===== src/cle_pkg.sv =====
`timescale 1ns / 1ps
package cle_pkg;

   localparam int CAPACITY = 64;
   localparam int IDX_W    = $clog2(CAPACITY);
   localparam int CNT_W    = $clog2(CAPACITY + 1);
   localparam int VALUE_W  = 32;
   localparam int CMD_W    = 4;
   localparam int ERR_W    = 2;

   localparam logic [CMD_W-1:0] CMD_QUERY      = 4'd0;
   localparam logic [CMD_W-1:0] CMD_FRONT      = 4'd1;
   localparam logic [CMD_W-1:0] CMD_BACK       = 4'd2;
   localparam logic [CMD_W-1:0] CMD_PREV       = 4'd3;
   localparam logic [CMD_W-1:0] CMD_NEXT       = 4'd4;
   localparam logic [CMD_W-1:0] CMD_PREPEND    = 4'd5;
   localparam logic [CMD_W-1:0] CMD_APPEND     = 4'd6;
   localparam logic [CMD_W-1:0] CMD_INS_BEFORE = 4'd7;
   localparam logic [CMD_W-1:0] CMD_INS_AFTER  = 4'd8;
   localparam logic [CMD_W-1:0] CMD_DEL_FRONT  = 4'd9;
   localparam logic [CMD_W-1:0] CMD_DEL_BACK   = 4'd10;
   localparam logic [CMD_W-1:0] CMD_DEL_CURSOR = 4'd11;
   localparam logic [CMD_W-1:0] CMD_CLEAR      = 4'd12;

   localparam logic [ERR_W-1:0] ERR_OK     = 2'd0;
   localparam logic [ERR_W-1:0] ERR_CURSOR = 2'd1;
   localparam logic [ERR_W-1:0] ERR_EMPTY  = 2'd2;
   localparam logic [ERR_W-1:0] ERR_FULL   = 2'd3;

   typedef struct packed {
      logic capture;
      logic decode;
      logic exec;
      logic exec2;
      logic rd_head;
      logic rd_tail;
      logic rd_cur;
      logic finish;
   } ctl_type;

   typedef struct packed {
      logic two_step;
   } status_type;

endpackage


===== src/cle_ram.sv =====
`timescale 1ns / 1ps
module cle_ram #(
   parameter int WIDTH = 8,
   parameter int DEPTH = 64
) (
   input  logic                     clock,
   input  logic                     wr_en,
   input  logic [$clog2(DEPTH)-1:0] wr_addr,
   input  logic [WIDTH-1:0]         wr_data,
   input  logic [$clog2(DEPTH)-1:0] rd_addr,
   output logic [WIDTH-1:0]         rd_data
);

   logic [WIDTH-1:0] mem_ff [DEPTH];
   logic [WIDTH-1:0] rd_data_ff;

   always_ff @(posedge clock) begin
      if (wr_en) begin
         mem_ff[wr_addr] <= wr_data;
      end
      rd_data_ff <= mem_ff[rd_addr];
   end

   assign rd_data = rd_data_ff;

endmodule


===== src/cle_ctrl.sv =====
`timescale 1ns / 1ps
module cle_ctrl
   import cle_pkg::*;
(
   input  logic       clock,
   input  logic       reset,
   input  logic       start,
   input  status_type status,
   output ctl_type    ctl,
   output logic       busy
);

   typedef enum logic [2:0] {
      ST_IDLE, ST_DECODE, ST_EXEC, ST_EXEC2, ST_RD_HEAD, ST_RD_TAIL, ST_RD_CUR, ST_LAST
   } state_type;

   state_type state_ff, state_in;
   ctl_type   ctl_ff, ctl_in;
   logic      busy_ff;

   always_comb begin
      state_in = state_ff;
      case (state_ff)
         ST_IDLE:    if (start) state_in = ST_DECODE;
         ST_DECODE:  state_in = ST_EXEC;
         ST_EXEC:    state_in = status.two_step ? ST_EXEC2 : ST_RD_HEAD;
         ST_EXEC2:   state_in = ST_RD_HEAD;
         ST_RD_HEAD: state_in = ST_RD_TAIL;
         ST_RD_TAIL: state_in = ST_RD_CUR;
         ST_RD_CUR:  state_in = ST_LAST;
         ST_LAST:    state_in = ST_IDLE;
         default:    state_in = ST_IDLE;
      endcase
      ctl_in = '0;
      ctl_in.capture = (state_in == ST_IDLE);
      ctl_in.decode  = (state_in == ST_DECODE);
      ctl_in.exec    = (state_in == ST_EXEC);
      ctl_in.exec2   = (state_in == ST_EXEC2);
      ctl_in.rd_head = (state_in == ST_RD_HEAD);
      ctl_in.rd_tail = (state_in == ST_RD_TAIL);
      ctl_in.rd_cur  = (state_in == ST_RD_CUR);
      ctl_in.finish  = (state_in == ST_LAST);
   end

   always_ff @(posedge clock) begin
      if (reset) begin
         state_ff <= ST_IDLE;
         ctl_ff   <= '{capture: 1'b1, default: 1'b0};
         busy_ff  <= 1'b0;
      end else begin
         state_ff <= state_in;
         ctl_ff   <= ctl_in;
         busy_ff  <= (state_in != ST_IDLE);
      end
   end

   assign ctl  = ctl_ff;
   assign busy = busy_ff;

endmodule


===== src/cle_datapath.sv =====
`timescale 1ns / 1ps
module cle_datapath
   import cle_pkg::*;
(
   input  logic                      clock,
   input  logic                      reset,
   input  ctl_type                   ctl,
   output status_type                status,
   input  logic [CMD_W-1:0]          req_cmd,
   input  logic signed [VALUE_W-1:0] req_value,
   output logic                      rsp_valid,
   output logic [ERR_W-1:0]          rsp_error,
   output logic [CNT_W-1:0]          rsp_list_length,
   output logic signed [CNT_W-1:0]   rsp_cursor_position,
   output logic signed [VALUE_W-1:0] rsp_front_value,
   output logic signed [VALUE_W-1:0] rsp_back_value,
   output logic signed [VALUE_W-1:0] rsp_cursor_value
);

   typedef enum logic [3:0] {
      OP_NONE, OP_FRONT, OP_BACK, OP_PREV, OP_NEXT, OP_PREPEND, OP_APPEND,
      OP_INS_BEFORE, OP_INS_AFTER, OP_DEL_FRONT, OP_DEL_BACK, OP_DEL_CUR,
      OP_DEL_CUR_FRONT, OP_CLEAR
   } op_type;

   localparam logic [CNT_W-1:0] CAP_CNT = CNT_W'(CAPACITY);

   logic [CMD_W-1:0]   cmd_ff;
   logic [VALUE_W-1:0] val_ff;
   op_type             op_ff, op_in;
   logic [ERR_W-1:0]   err_ff, err_in;
   logic [IDX_W-1:0]   head_ff, head_in, tail_ff, tail_in, cur_ff, cur_in;
   logic [CNT_W-1:0]   pos_ff, pos_in, cnt_ff, cnt_in;
   logic [CNT_W-1:0]   fresh_ff, fresh_in, fcnt_ff, fcnt_in;
   logic [IDX_W-1:0]   n_ff, p_ff, nx_ff;
   logic [VALUE_W-1:0] front_ff, back_ff;
   logic               rsp_valid_ff;
   logic [ERR_W-1:0]   rsp_error_ff;
   logic [CNT_W-1:0]   rsp_len_ff, rsp_pos_ff;
   logic [VALUE_W-1:0] rsp_front_ff, rsp_back_ff, rsp_cur_ff;

   logic               cur_def, full, at_front, at_back;
   logic [IDX_W-1:0]   n_new, p_rd, nx_rd, stk_rd;
   logic [VALUE_W-1:0] val_rd;
   logic [CNT_W-1:0]   last_pos;

   logic               val_we, nxt_we, prv_we, stk_we;
   logic [IDX_W-1:0]   val_ra, nxt_wa, nxt_wd, nxt_ra, prv_wa, prv_wd, prv_ra;
   logic [IDX_W-1:0]   stk_wa, stk_wd, stk_ra;

   assign cur_def  = ~pos_ff[CNT_W-1];
   assign last_pos = cnt_ff - CNT_W'(1);
   assign full     = (cnt_ff == CAP_CNT);
   assign at_front = (pos_ff == '0);
   assign at_back  = (pos_ff == last_pos);
   assign n_new    = (fcnt_ff != '0) ? stk_rd : fresh_ff[IDX_W-1:0];

   always_comb begin
      op_in  = OP_NONE;
      err_in = ERR_OK;
      case (cmd_ff)
         CMD_FRONT: if (cnt_ff != '0) op_in = OP_FRONT;
         CMD_BACK:  if (cnt_ff != '0) op_in = OP_BACK;
         CMD_PREV:  if (cur_def) op_in = OP_PREV;
         CMD_NEXT:  if (cur_def) op_in = OP_NEXT;
         CMD_PREPEND, CMD_APPEND: begin
            if (full) err_in = ERR_FULL;
            else op_in = (cmd_ff == CMD_PREPEND) ? OP_PREPEND : OP_APPEND;
         end
         CMD_INS_BEFORE: begin
            if (!cur_def) err_in = ERR_CURSOR;
            else if (full) err_in = ERR_FULL;
            else op_in = at_front ? OP_PREPEND : OP_INS_BEFORE;
         end
         CMD_INS_AFTER: begin
            if (!cur_def) err_in = ERR_CURSOR;
            else if (full) err_in = ERR_FULL;
            else op_in = at_back ? OP_APPEND : OP_INS_AFTER;
         end
         CMD_DEL_FRONT, CMD_DEL_BACK: begin
            if (cnt_ff == '0) err_in = ERR_EMPTY;
            else op_in = (cmd_ff == CMD_DEL_FRONT) ? OP_DEL_FRONT : OP_DEL_BACK;
         end
         CMD_DEL_CURSOR: begin
            if (!cur_def) err_in = ERR_CURSOR;
            else op_in = at_front ? OP_DEL_CUR_FRONT : OP_DEL_CUR;
         end
         CMD_CLEAR: op_in = OP_CLEAR;
         default:   op_in = OP_NONE;
      endcase
   end

   // read addresses: links at decode, values during the read-out
   assign nxt_ra = (cmd_ff == CMD_DEL_FRONT) ? head_ff : cur_ff;
   assign prv_ra = (cmd_ff == CMD_DEL_BACK) ? tail_ff : cur_ff;
   assign stk_ra = fcnt_ff[IDX_W-1:0] - IDX_W'(1);
   assign val_ra = ctl.rd_head ? head_ff : (ctl.rd_tail ? tail_ff : cur_ff);

   always_comb begin
      head_in  = head_ff;
      tail_in  = tail_ff;
      cur_in   = cur_ff;
      pos_in   = pos_ff;
      cnt_in   = cnt_ff;
      fresh_in = fresh_ff;
      fcnt_in  = fcnt_ff;
      val_we = 1'b0;
      nxt_we = 1'b0; nxt_wa = n_new; nxt_wd = head_ff;
      prv_we = 1'b0; prv_wa = n_new; prv_wd = tail_ff;
      stk_we = 1'b0; stk_wa = fcnt_ff[IDX_W-1:0]; stk_wd = cur_ff;
      if (ctl.exec) begin
         if (op_ff == OP_PREPEND || op_ff == OP_APPEND || op_ff == OP_INS_BEFORE
             || op_ff == OP_INS_AFTER) begin
            val_we = 1'b1;
            cnt_in = cnt_ff + CNT_W'(1);
            if (fcnt_ff != '0) fcnt_in = fcnt_ff - CNT_W'(1);
            else fresh_in = fresh_ff + CNT_W'(1);
         end
         if (op_ff == OP_DEL_FRONT || op_ff == OP_DEL_CUR_FRONT || op_ff == OP_DEL_BACK
             || op_ff == OP_DEL_CUR) begin
            stk_we  = 1'b1;
            fcnt_in = fcnt_ff + CNT_W'(1);
            cnt_in  = cnt_ff - CNT_W'(1);
         end
         case (op_ff)
            OP_FRONT: begin
               cur_in = head_ff;
               pos_in = '0;
            end
            OP_BACK: begin
               cur_in = tail_ff;
               pos_in = last_pos;
            end
            OP_PREV: begin
               if (at_front) pos_in = '1;
               else begin
                  cur_in = p_rd;
                  pos_in = pos_ff - CNT_W'(1);
               end
            end
            OP_NEXT: begin
               if (at_back) pos_in = '1;
               else begin
                  cur_in = nx_rd;
                  pos_in = pos_ff + CNT_W'(1);
               end
            end
            OP_PREPEND: begin
               nxt_we = 1'b1; nxt_wa = n_new; nxt_wd = head_ff;
               prv_we = (cnt_ff != '0); prv_wa = head_ff; prv_wd = n_new;
               if (cnt_ff == '0) tail_in = n_new;
               head_in = n_new;
               if (cur_def) pos_in = pos_ff + CNT_W'(1);
            end
            OP_APPEND: begin
               nxt_we = (cnt_ff != '0); nxt_wa = tail_ff; nxt_wd = n_new;
               prv_we = 1'b1; prv_wa = n_new; prv_wd = tail_ff;
               if (cnt_ff == '0) head_in = n_new;
               tail_in = n_new;
            end
            OP_INS_BEFORE: begin
               nxt_we = 1'b1; nxt_wa = n_new; nxt_wd = cur_ff;
               prv_we = 1'b1; prv_wa = n_new; prv_wd = p_rd;
               pos_in = pos_ff + CNT_W'(1);
            end
            OP_INS_AFTER: begin
               nxt_we = 1'b1; nxt_wa = n_new; nxt_wd = nx_rd;
               prv_we = 1'b1; prv_wa = n_new; prv_wd = cur_ff;
            end
            OP_DEL_FRONT, OP_DEL_CUR_FRONT: begin
               stk_wd = head_ff;
               if (cnt_ff == CNT_W'(1)) begin
                  head_in = '0;
                  tail_in = '0;
               end else begin
                  head_in = nx_rd;
               end
               if (op_ff == OP_DEL_CUR_FRONT || at_front) pos_in = '1;
               else if (cur_def) pos_in = pos_ff - CNT_W'(1);
            end
            OP_DEL_BACK: begin
               stk_wd = tail_ff;
               if (cnt_ff == CNT_W'(1)) begin
                  pos_in  = '1;
                  head_in = '0;
                  tail_in = '0;
               end else begin
                  if (cur_def && at_back) pos_in = '1;
                  tail_in = p_rd;
               end
            end
            OP_DEL_CUR: begin
               stk_wd = cur_ff;
               nxt_we = 1'b1; nxt_wa = p_rd; nxt_wd = nx_rd;
               if (at_back) tail_in = p_rd;
               else begin
                  prv_we = 1'b1; prv_wa = nx_rd; prv_wd = p_rd;
               end
               pos_in = '1;
            end
            OP_CLEAR: begin
               head_in  = '0;
               tail_in  = '0;
               cur_in   = '0;
               pos_in   = '1;
               cnt_in   = '0;
               fresh_in = '0;
               fcnt_in  = '0;
            end
            default: begin
            end
         endcase
      end else if (ctl.exec2) begin
         if (op_ff == OP_INS_BEFORE) begin
            nxt_we = 1'b1; nxt_wa = p_ff; nxt_wd = n_ff;
            prv_we = 1'b1; prv_wa = cur_ff; prv_wd = n_ff;
         end else begin
            nxt_we = 1'b1; nxt_wa = cur_ff; nxt_wd = n_ff;
            prv_we = 1'b1; prv_wa = nx_ff; prv_wd = n_ff;
         end
      end
   end

   cle_ram #(.WIDTH(VALUE_W), .DEPTH(CAPACITY)) u_value (
      .clock(clock), .wr_en(val_we), .wr_addr(n_new), .wr_data(val_ff),
      .rd_addr(val_ra), .rd_data(val_rd)
   );

   cle_ram #(.WIDTH(IDX_W), .DEPTH(CAPACITY)) u_next (
      .clock(clock), .wr_en(nxt_we), .wr_addr(nxt_wa), .wr_data(nxt_wd),
      .rd_addr(nxt_ra), .rd_data(nx_rd)
   );

   cle_ram #(.WIDTH(IDX_W), .DEPTH(CAPACITY)) u_prev (
      .clock(clock), .wr_en(prv_we), .wr_addr(prv_wa), .wr_data(prv_wd),
      .rd_addr(prv_ra), .rd_data(p_rd)
   );

   cle_ram #(.WIDTH(IDX_W), .DEPTH(CAPACITY)) u_free (
      .clock(clock), .wr_en(stk_we), .wr_addr(stk_wa), .wr_data(stk_wd),
      .rd_addr(stk_ra), .rd_data(stk_rd)
   );

   always_ff @(posedge clock) begin
      if (reset) begin
         head_ff      <= '0;
         tail_ff      <= '0;
         cur_ff       <= '0;
         pos_ff       <= '1;
         cnt_ff       <= '0;
         fresh_ff     <= '0;
         fcnt_ff      <= '0;
         op_ff        <= OP_NONE;
         err_ff       <= ERR_OK;
         rsp_valid_ff <= 1'b0;
      end else begin
         head_ff      <= head_in;
         tail_ff      <= tail_in;
         cur_ff       <= cur_in;
         pos_ff       <= pos_in;
         cnt_ff       <= cnt_in;
         fresh_ff     <= fresh_in;
         fcnt_ff      <= fcnt_in;
         if (ctl.decode) begin
            op_ff  <= op_in;
            err_ff <= err_in;
         end
         rsp_valid_ff <= ctl.finish;
      end
   end

   always_ff @(posedge clock) begin
      if (ctl.capture) begin
         cmd_ff <= req_cmd;
         val_ff <= req_value;
      end
      if (ctl.exec) begin
         n_ff  <= n_new;
         p_ff  <= p_rd;
         nx_ff <= nx_rd;
      end
      if (ctl.rd_tail) front_ff <= val_rd;
      if (ctl.rd_cur) back_ff <= val_rd;
      if (ctl.finish) begin
         rsp_error_ff <= err_ff;
         rsp_len_ff   <= cnt_ff;
         rsp_pos_ff   <= pos_ff;
         rsp_front_ff <= (cnt_ff != '0) ? front_ff : '0;
         rsp_back_ff  <= (cnt_ff != '0) ? back_ff : '0;
         rsp_cur_ff   <= cur_def ? val_rd : '0;
      end
   end

   assign status.two_step    = (op_ff == OP_INS_BEFORE) || (op_ff == OP_INS_AFTER);
   assign rsp_valid           = rsp_valid_ff;
   assign rsp_error           = rsp_error_ff;
   assign rsp_list_length     = rsp_len_ff;
   assign rsp_cursor_position = rsp_pos_ff;
   assign rsp_front_value     = rsp_front_ff;
   assign rsp_back_value      = rsp_back_ff;
   assign rsp_cursor_value    = rsp_cur_ff;

`ifndef SYNTH
   a_strobe_single: assert property (@(posedge clock) disable iff (reset)
      rsp_valid_ff |=> !rsp_valid_ff) else $error("result strobe held");
   a_cnt_bound: assert property (@(posedge clock) disable iff (reset)
      cnt_ff <= CAP_CNT) else $error("length beyond capacity");
   a_pos_bound: assert property (@(posedge clock) disable iff (reset)
      cur_def |-> (pos_ff < cnt_ff)) else $error("cursor beyond list");
   a_slot_balance: assert property (@(posedge clock) disable iff (reset)
      fresh_ff == cnt_ff + fcnt_ff) else $error("slot accounting lost");
`endif

endmodule


===== src/cursor_list_engine.sv =====
`timescale 1ns / 1ps
// Bounded doubly linked list (64 nodes) with one cursor. Raise start while busy is low to
// issue a request; busy stays high while it runs, longer for an insert before a cursor not
// at the front or after one not at the back, which writes two links in each link memory.
// The result appears on the rsp_ ports for exactly one cycle with rsp_valid, the first
// cycle with busy low again; it cannot be held off, so capture it then. A new request may
// be issued in that same cycle. The node memories each have one read and one write port,
// so a request runs a link read, one or two link writes, then three value reads for front,
// back and cursor; clear is no slower than other requests. No warm-up after reset.
module cursor_list_engine
   import cle_pkg::*;
(
   input  logic                      clock,
   input  logic                      reset,
   input  logic                      start,
   output logic                      busy,
   input  logic [CMD_W-1:0]          req_cmd,
   input  logic signed [VALUE_W-1:0] req_value,
   output logic                      rsp_valid,
   output logic [ERR_W-1:0]          rsp_error,
   output logic [CNT_W-1:0]          rsp_list_length,
   output logic signed [CNT_W-1:0]   rsp_cursor_position,
   output logic signed [VALUE_W-1:0] rsp_front_value,
   output logic signed [VALUE_W-1:0] rsp_back_value,
   output logic signed [VALUE_W-1:0] rsp_cursor_value
);

   ctl_type    ctl;
   status_type status;

   cle_ctrl u_ctrl (
      .clock(clock), .reset(reset), .start(start), .status(status), .ctl(ctl), .busy(busy)
   );

   cle_datapath u_datapath (
      .clock(clock), .reset(reset), .ctl(ctl), .status(status),
      .req_cmd(req_cmd), .req_value(req_value),
      .rsp_valid(rsp_valid), .rsp_error(rsp_error), .rsp_list_length(rsp_list_length),
      .rsp_cursor_position(rsp_cursor_position), .rsp_front_value(rsp_front_value),
      .rsp_back_value(rsp_back_value), .rsp_cursor_value(rsp_cursor_value)
   );

endmodule


===== config.mk =====
export PLATFORM = sky130hd
export DESIGN_NAME = cursor_list_engine
export DESIGN_NICKNAME = d
export VERILOG_FILES = /design/src/cle_pkg.sv /design/src/cle_ram.sv /design/src/cle_ctrl.sv /design/src/cle_datapath.sv /design/src/cursor_list_engine.sv
export SDC_FILE = /design/constraint.sdc
export NUM_CORES = 2
export LEC_CHECK = 0
export BUFFER_PORTS_ARGS = -buffer_cell sky130_fd_sc_hd__buf_2
export CORE_ASPECT_RATIO = 0.9
export CORE_UTILIZATION = 40
export CTS_CLUSTER_SIZE = 30
export DETAILED_ROUTE_END_ITERATION = 10
export PLACE_DENSITY = 0.62
export SYNTH_ARGS = -nofsm -noshare
export SYNTH_HDL_FRONTEND = slang
export SYNTH_SLANG_ARGS = --single-unit

===== constraint.sdc =====
create_clock -name clock -period 6.1 [get_ports clock]
set_clock_uncertainty 0.05 [all_clocks]
set_input_delay 0.915 -clock clock [delete_from_list [all_inputs] [get_ports clock]]
set_output_delay 0.915 -clock clock [all_outputs]
set_load 0.005 [all_outputs]

==> metrics.md <==
| Metric | Value |
|---|---|
| Outcome | finished, violations left |
| Failing checks | DRC |
| Post-Synthesis Cells | 7233 |
| Synth Area in Compound Gates | under 10% |
| Reg clk slew, reported paths | 60 ps |
| First-pass GRT wire length | 517000 um |
| #FFs+latches synth | 3544 |
| Max Cap Violations | 0 |
| Relative slew slack | ~6.5% |
| Tcrit/Tclk final | 80.1% |
| Tmin final | 4890 ps |
| Most frequent cell after synthesis | edfxtp_1 |
| CTS tree | done |
| PwrDens | 315 nW/um2 |
| Post-cts resize count | 0 |
| Post-Route WL | 360000 um |
| Synth top cells by count | 3430 x edfxtp_1, 690 x mux4_2, 629 x nand2_1, 383 x nor2_1, 313 x mux2i_1 |
| Reg area | 105000 um2 |
| CTS Sinks | between 3000 and 4000 |
| Hold WS | ~73 ps |
| Root buffer cell | clkbuf_16 |
| Fillers | 28500 |
| Design Power | 0.0498 W |
| Yosys cell types | roughly 90 |
| Die area | between 300000 and 400000 um2 |
| Num ports | 153 |
| Yosys Warn Count | 0 |
| Setup crit end kind | flop |
| Largest family of logic cells by synthesized area | multiplexers |
| Mux cell area share after synthesis | 13.7% |
| Combinational share of power | 1.4% |
| Initial antenna violation count | 32 |
| Synthesized area | 138000 um2 |
| EDFF count, synth | roughly 3400 |
| Crit path DAT | roughly 5400 ps |
| Initial Util | 40.2% |
| Site Rows | around 200 |
| Seq pwr share | 53.9% |
| DRC Markers | 4 |
| Ys flop type | edfxtp_1 |
| Num CTS Buffers | 361 |
| Final setup viols | 0 |
| Critical path type | reg -> reg |
| DRT Pass-1 Iters | 11 |
| Max frequency | 205 MHz |
| Die span in x | 621 um |
| Switching share of power | 20.4% |
| Sequential area share after synthesis | 76.3% |
| Asr flop ratio synth | 0% |
| Setup TNS Final | 0 ps |
| Max Slew Vio Count | 0 |
| Simple-gate area share of the yosys netlist | 5.24% |
| Final Hold Fails | 0 |
| Hold_buf cts | 0 |
| Leak | just over 50 nW |
| Share of the synthesized area in the top cell type | 74.7% |
| Total grt overflow | 0 |
| Int Pwr | 0.0396 W |
| Vias in the first global route | 72600 |
| Setup slack after layout | 1210 ps |
| Pin slew with the least headroom to its limit | 1400 ps |
| Core area | approximately 340000 um2 |
| Synth Area in Adders | less than 1% |
| I/O Buffers | 152 |
| Share of cells above drive strength 1 | 22.5% |
| Worst skew pair latency | 980 ps |
| DIE HEIGHT | ~560 um |
| Clock Power Share | about 45% |
| NetSw | 0.0102 W |
| Synthesized area per cell | 19.1 um2 |
| Leading area contributor after synthesis | edfxtp_1 |
| Post-Syn Nets | 7288 |
| Clk buf depth | 4 |
| CP max FO | 15 |
| Critical Path RT | 6650 ps |
| Pre-CTS WS | about 1400 ps |
| Via Count | 72600 |
| Number of H-tree levels | 5 |
| Drt initial violations | between 9000 and 10000 |
| Vias/cell | 5.83 |
| Detailed placement HPWL | about 220000 um |
| HP Class | in -> reg |
| Area share of xor/xnor cells in the synthesized design | 0.210% |
| Synth area leaders | edfxtp_1 75%, mux4_2 11%, mux2i_1 2.3% |
| Maximum vdd drop | roughly 0.23 mV |
| Area of the multi-input gates | 31700 um2 |
| GP Congestion | 0.910 |
| Largest net degree at the start of global routing | around 120 |
| Synthesis-to-finish area growth | 14.4% |
| GRT Overall Usage | 20.4% |
| Post-route ant nets | 0 |
| RSZ-0062 raised after global routing | no |
| Startpoint class of the critical path | flop |
| WL/cell | 28.9 um |
| Nets | 7650 |
| Post CTS Setup Buffer Count | 0 |
==> cell families after synthesis <==
kind of cell,Yosys count
xor+xnor,33
compound gates,597
mux,1022
fa+ha+maj,16
flops,3544
simple gates,1586
buf+inv,435
==> flip-flops by register name, summed over array words and instances (netlist names), 7 cells and up <==
signal                          cells
u_datapath.u_value.mem_ff        2048
u_datapath.u_free.mem_ff          384
u_datapath.u_next.mem_ff          384
u_datapath.u_prev.mem_ff          384
u_datapath.back_ff                 32
u_datapath.front_ff                32
u_datapath.rsp_back_value          32
u_datapath.rsp_cursor_value        32
u_datapath.rsp_front_value         32
u_datapath.u_value.rd_data         32
u_datapath.val_ff                  32
u_ctrl.ctl                          8
u_datapath.cnt_ff                   7
u_datapath.fcnt_ff                  7
u_datapath.pos_ff                   7
u_datapath.rsp_cursor_position      7
u_datapath.rsp_list_length          7
==> per-layer routing <==
metal / up-vias / share of wire (%) / track usage, %
met2: 3651 / 47 / 32.2
met4: 10 / 3.8 / 7.32
met3: 656 / 9.1 / 3.84
li1: 30100 / - / -
met5: - / 0.015 / 0
met1: 38200 / 40 / 28.4
==> area by class of cell <==
| cell class | count | share of cell area [%] |
|---|---|---|
| antenna | 26 | 0.0413 |
| clock buffer | 442 | 6.05 |
| clock inverter | 226 | 1.52 |
| inverter | 30 | 0.0714 |
| multi-input combinational | 3254 | 20.1 |
| sequential | 3544 | 66.8 |
| tap | 4532 | 3.60 |
| timing repair buffer | 404 | 1.90 |
==> critical path, stage by stage (launching register included) <==
cell and delay, ps:
dfxtp_1 440, inv_1 130, ha_1 330, nor2b_1 290
nand2_1 180, xnor2_1 500, and4_1 640, a211oi_1 250
o21ai_0 530, nand3_1 570, nor2_1 620
==> power groups by stage <==
stage / clock network (W) / registers [W] / logic, W
after floorplan: 0 / 0.0275 / 0.000143
after global placement: 0 / 0.0273 / 0.000685
after detailed placement: 0 / 0.0273 / 0.000714
after CTS: 0.0225 / 0.0268 / 0.000713
after global routing: 0.0234 / 0.0268 / 0.000750
final: 0.0222 / 0.0268 / 0.000716
==> cell usage in the layout, fill, tap and decap left out, types with 31 or more instances in the layout <==
cell type  count
edfxtp_1    3430
mux4_2       690
nand2_1      628
clkbuf_16    365
nor2_1       319
mux2i_1      308
nand3_1      245
buf_4        225
buf_2        152
o22ai_1      144
dfxtp_1      107
clkinv_1      78
a21oi_1       77
and2_1        73
clkbuf_1      65
nor2_4        64
clkinv_2      63
a31oi_1       51
nor2b_1       50
o21ai_0       49
a32oi_1       42
bufinv_16     36
a22oi_1       34
or4_1         33
nand4_1       31
==> metrics by stage <==
step	instances	cell area, um2	utilization, %
2_1_floorplan	7233	138000	-
3_3_place_gp	11800	146000	42.5
3_5_place_dp	11800	146000	42.5
4_1_cts	12400	158000	46.0
5_1_grt	12500	158000	46.0
6_report	12500	158000	46.0
==> worst paths after layout <==
kind	start	endpoint	slack (ps)	cells after the start
max	u_datapath.cnt_ff[0]	u_datapath.u_prev.mem_ff[6][0]	1210	10
min	req_value[21]	u_datapath.val_ff[21]	70	1
max reg2reg	u_datapath.cnt_ff[0]	u_datapath.u_prev.mem_ff[6][0]	1210	10
min reg2reg	u_datapath.u_value.rd_data[2]	u_datapath.front_ff[2]	410	0
Power figures use the tool's default switching activity.
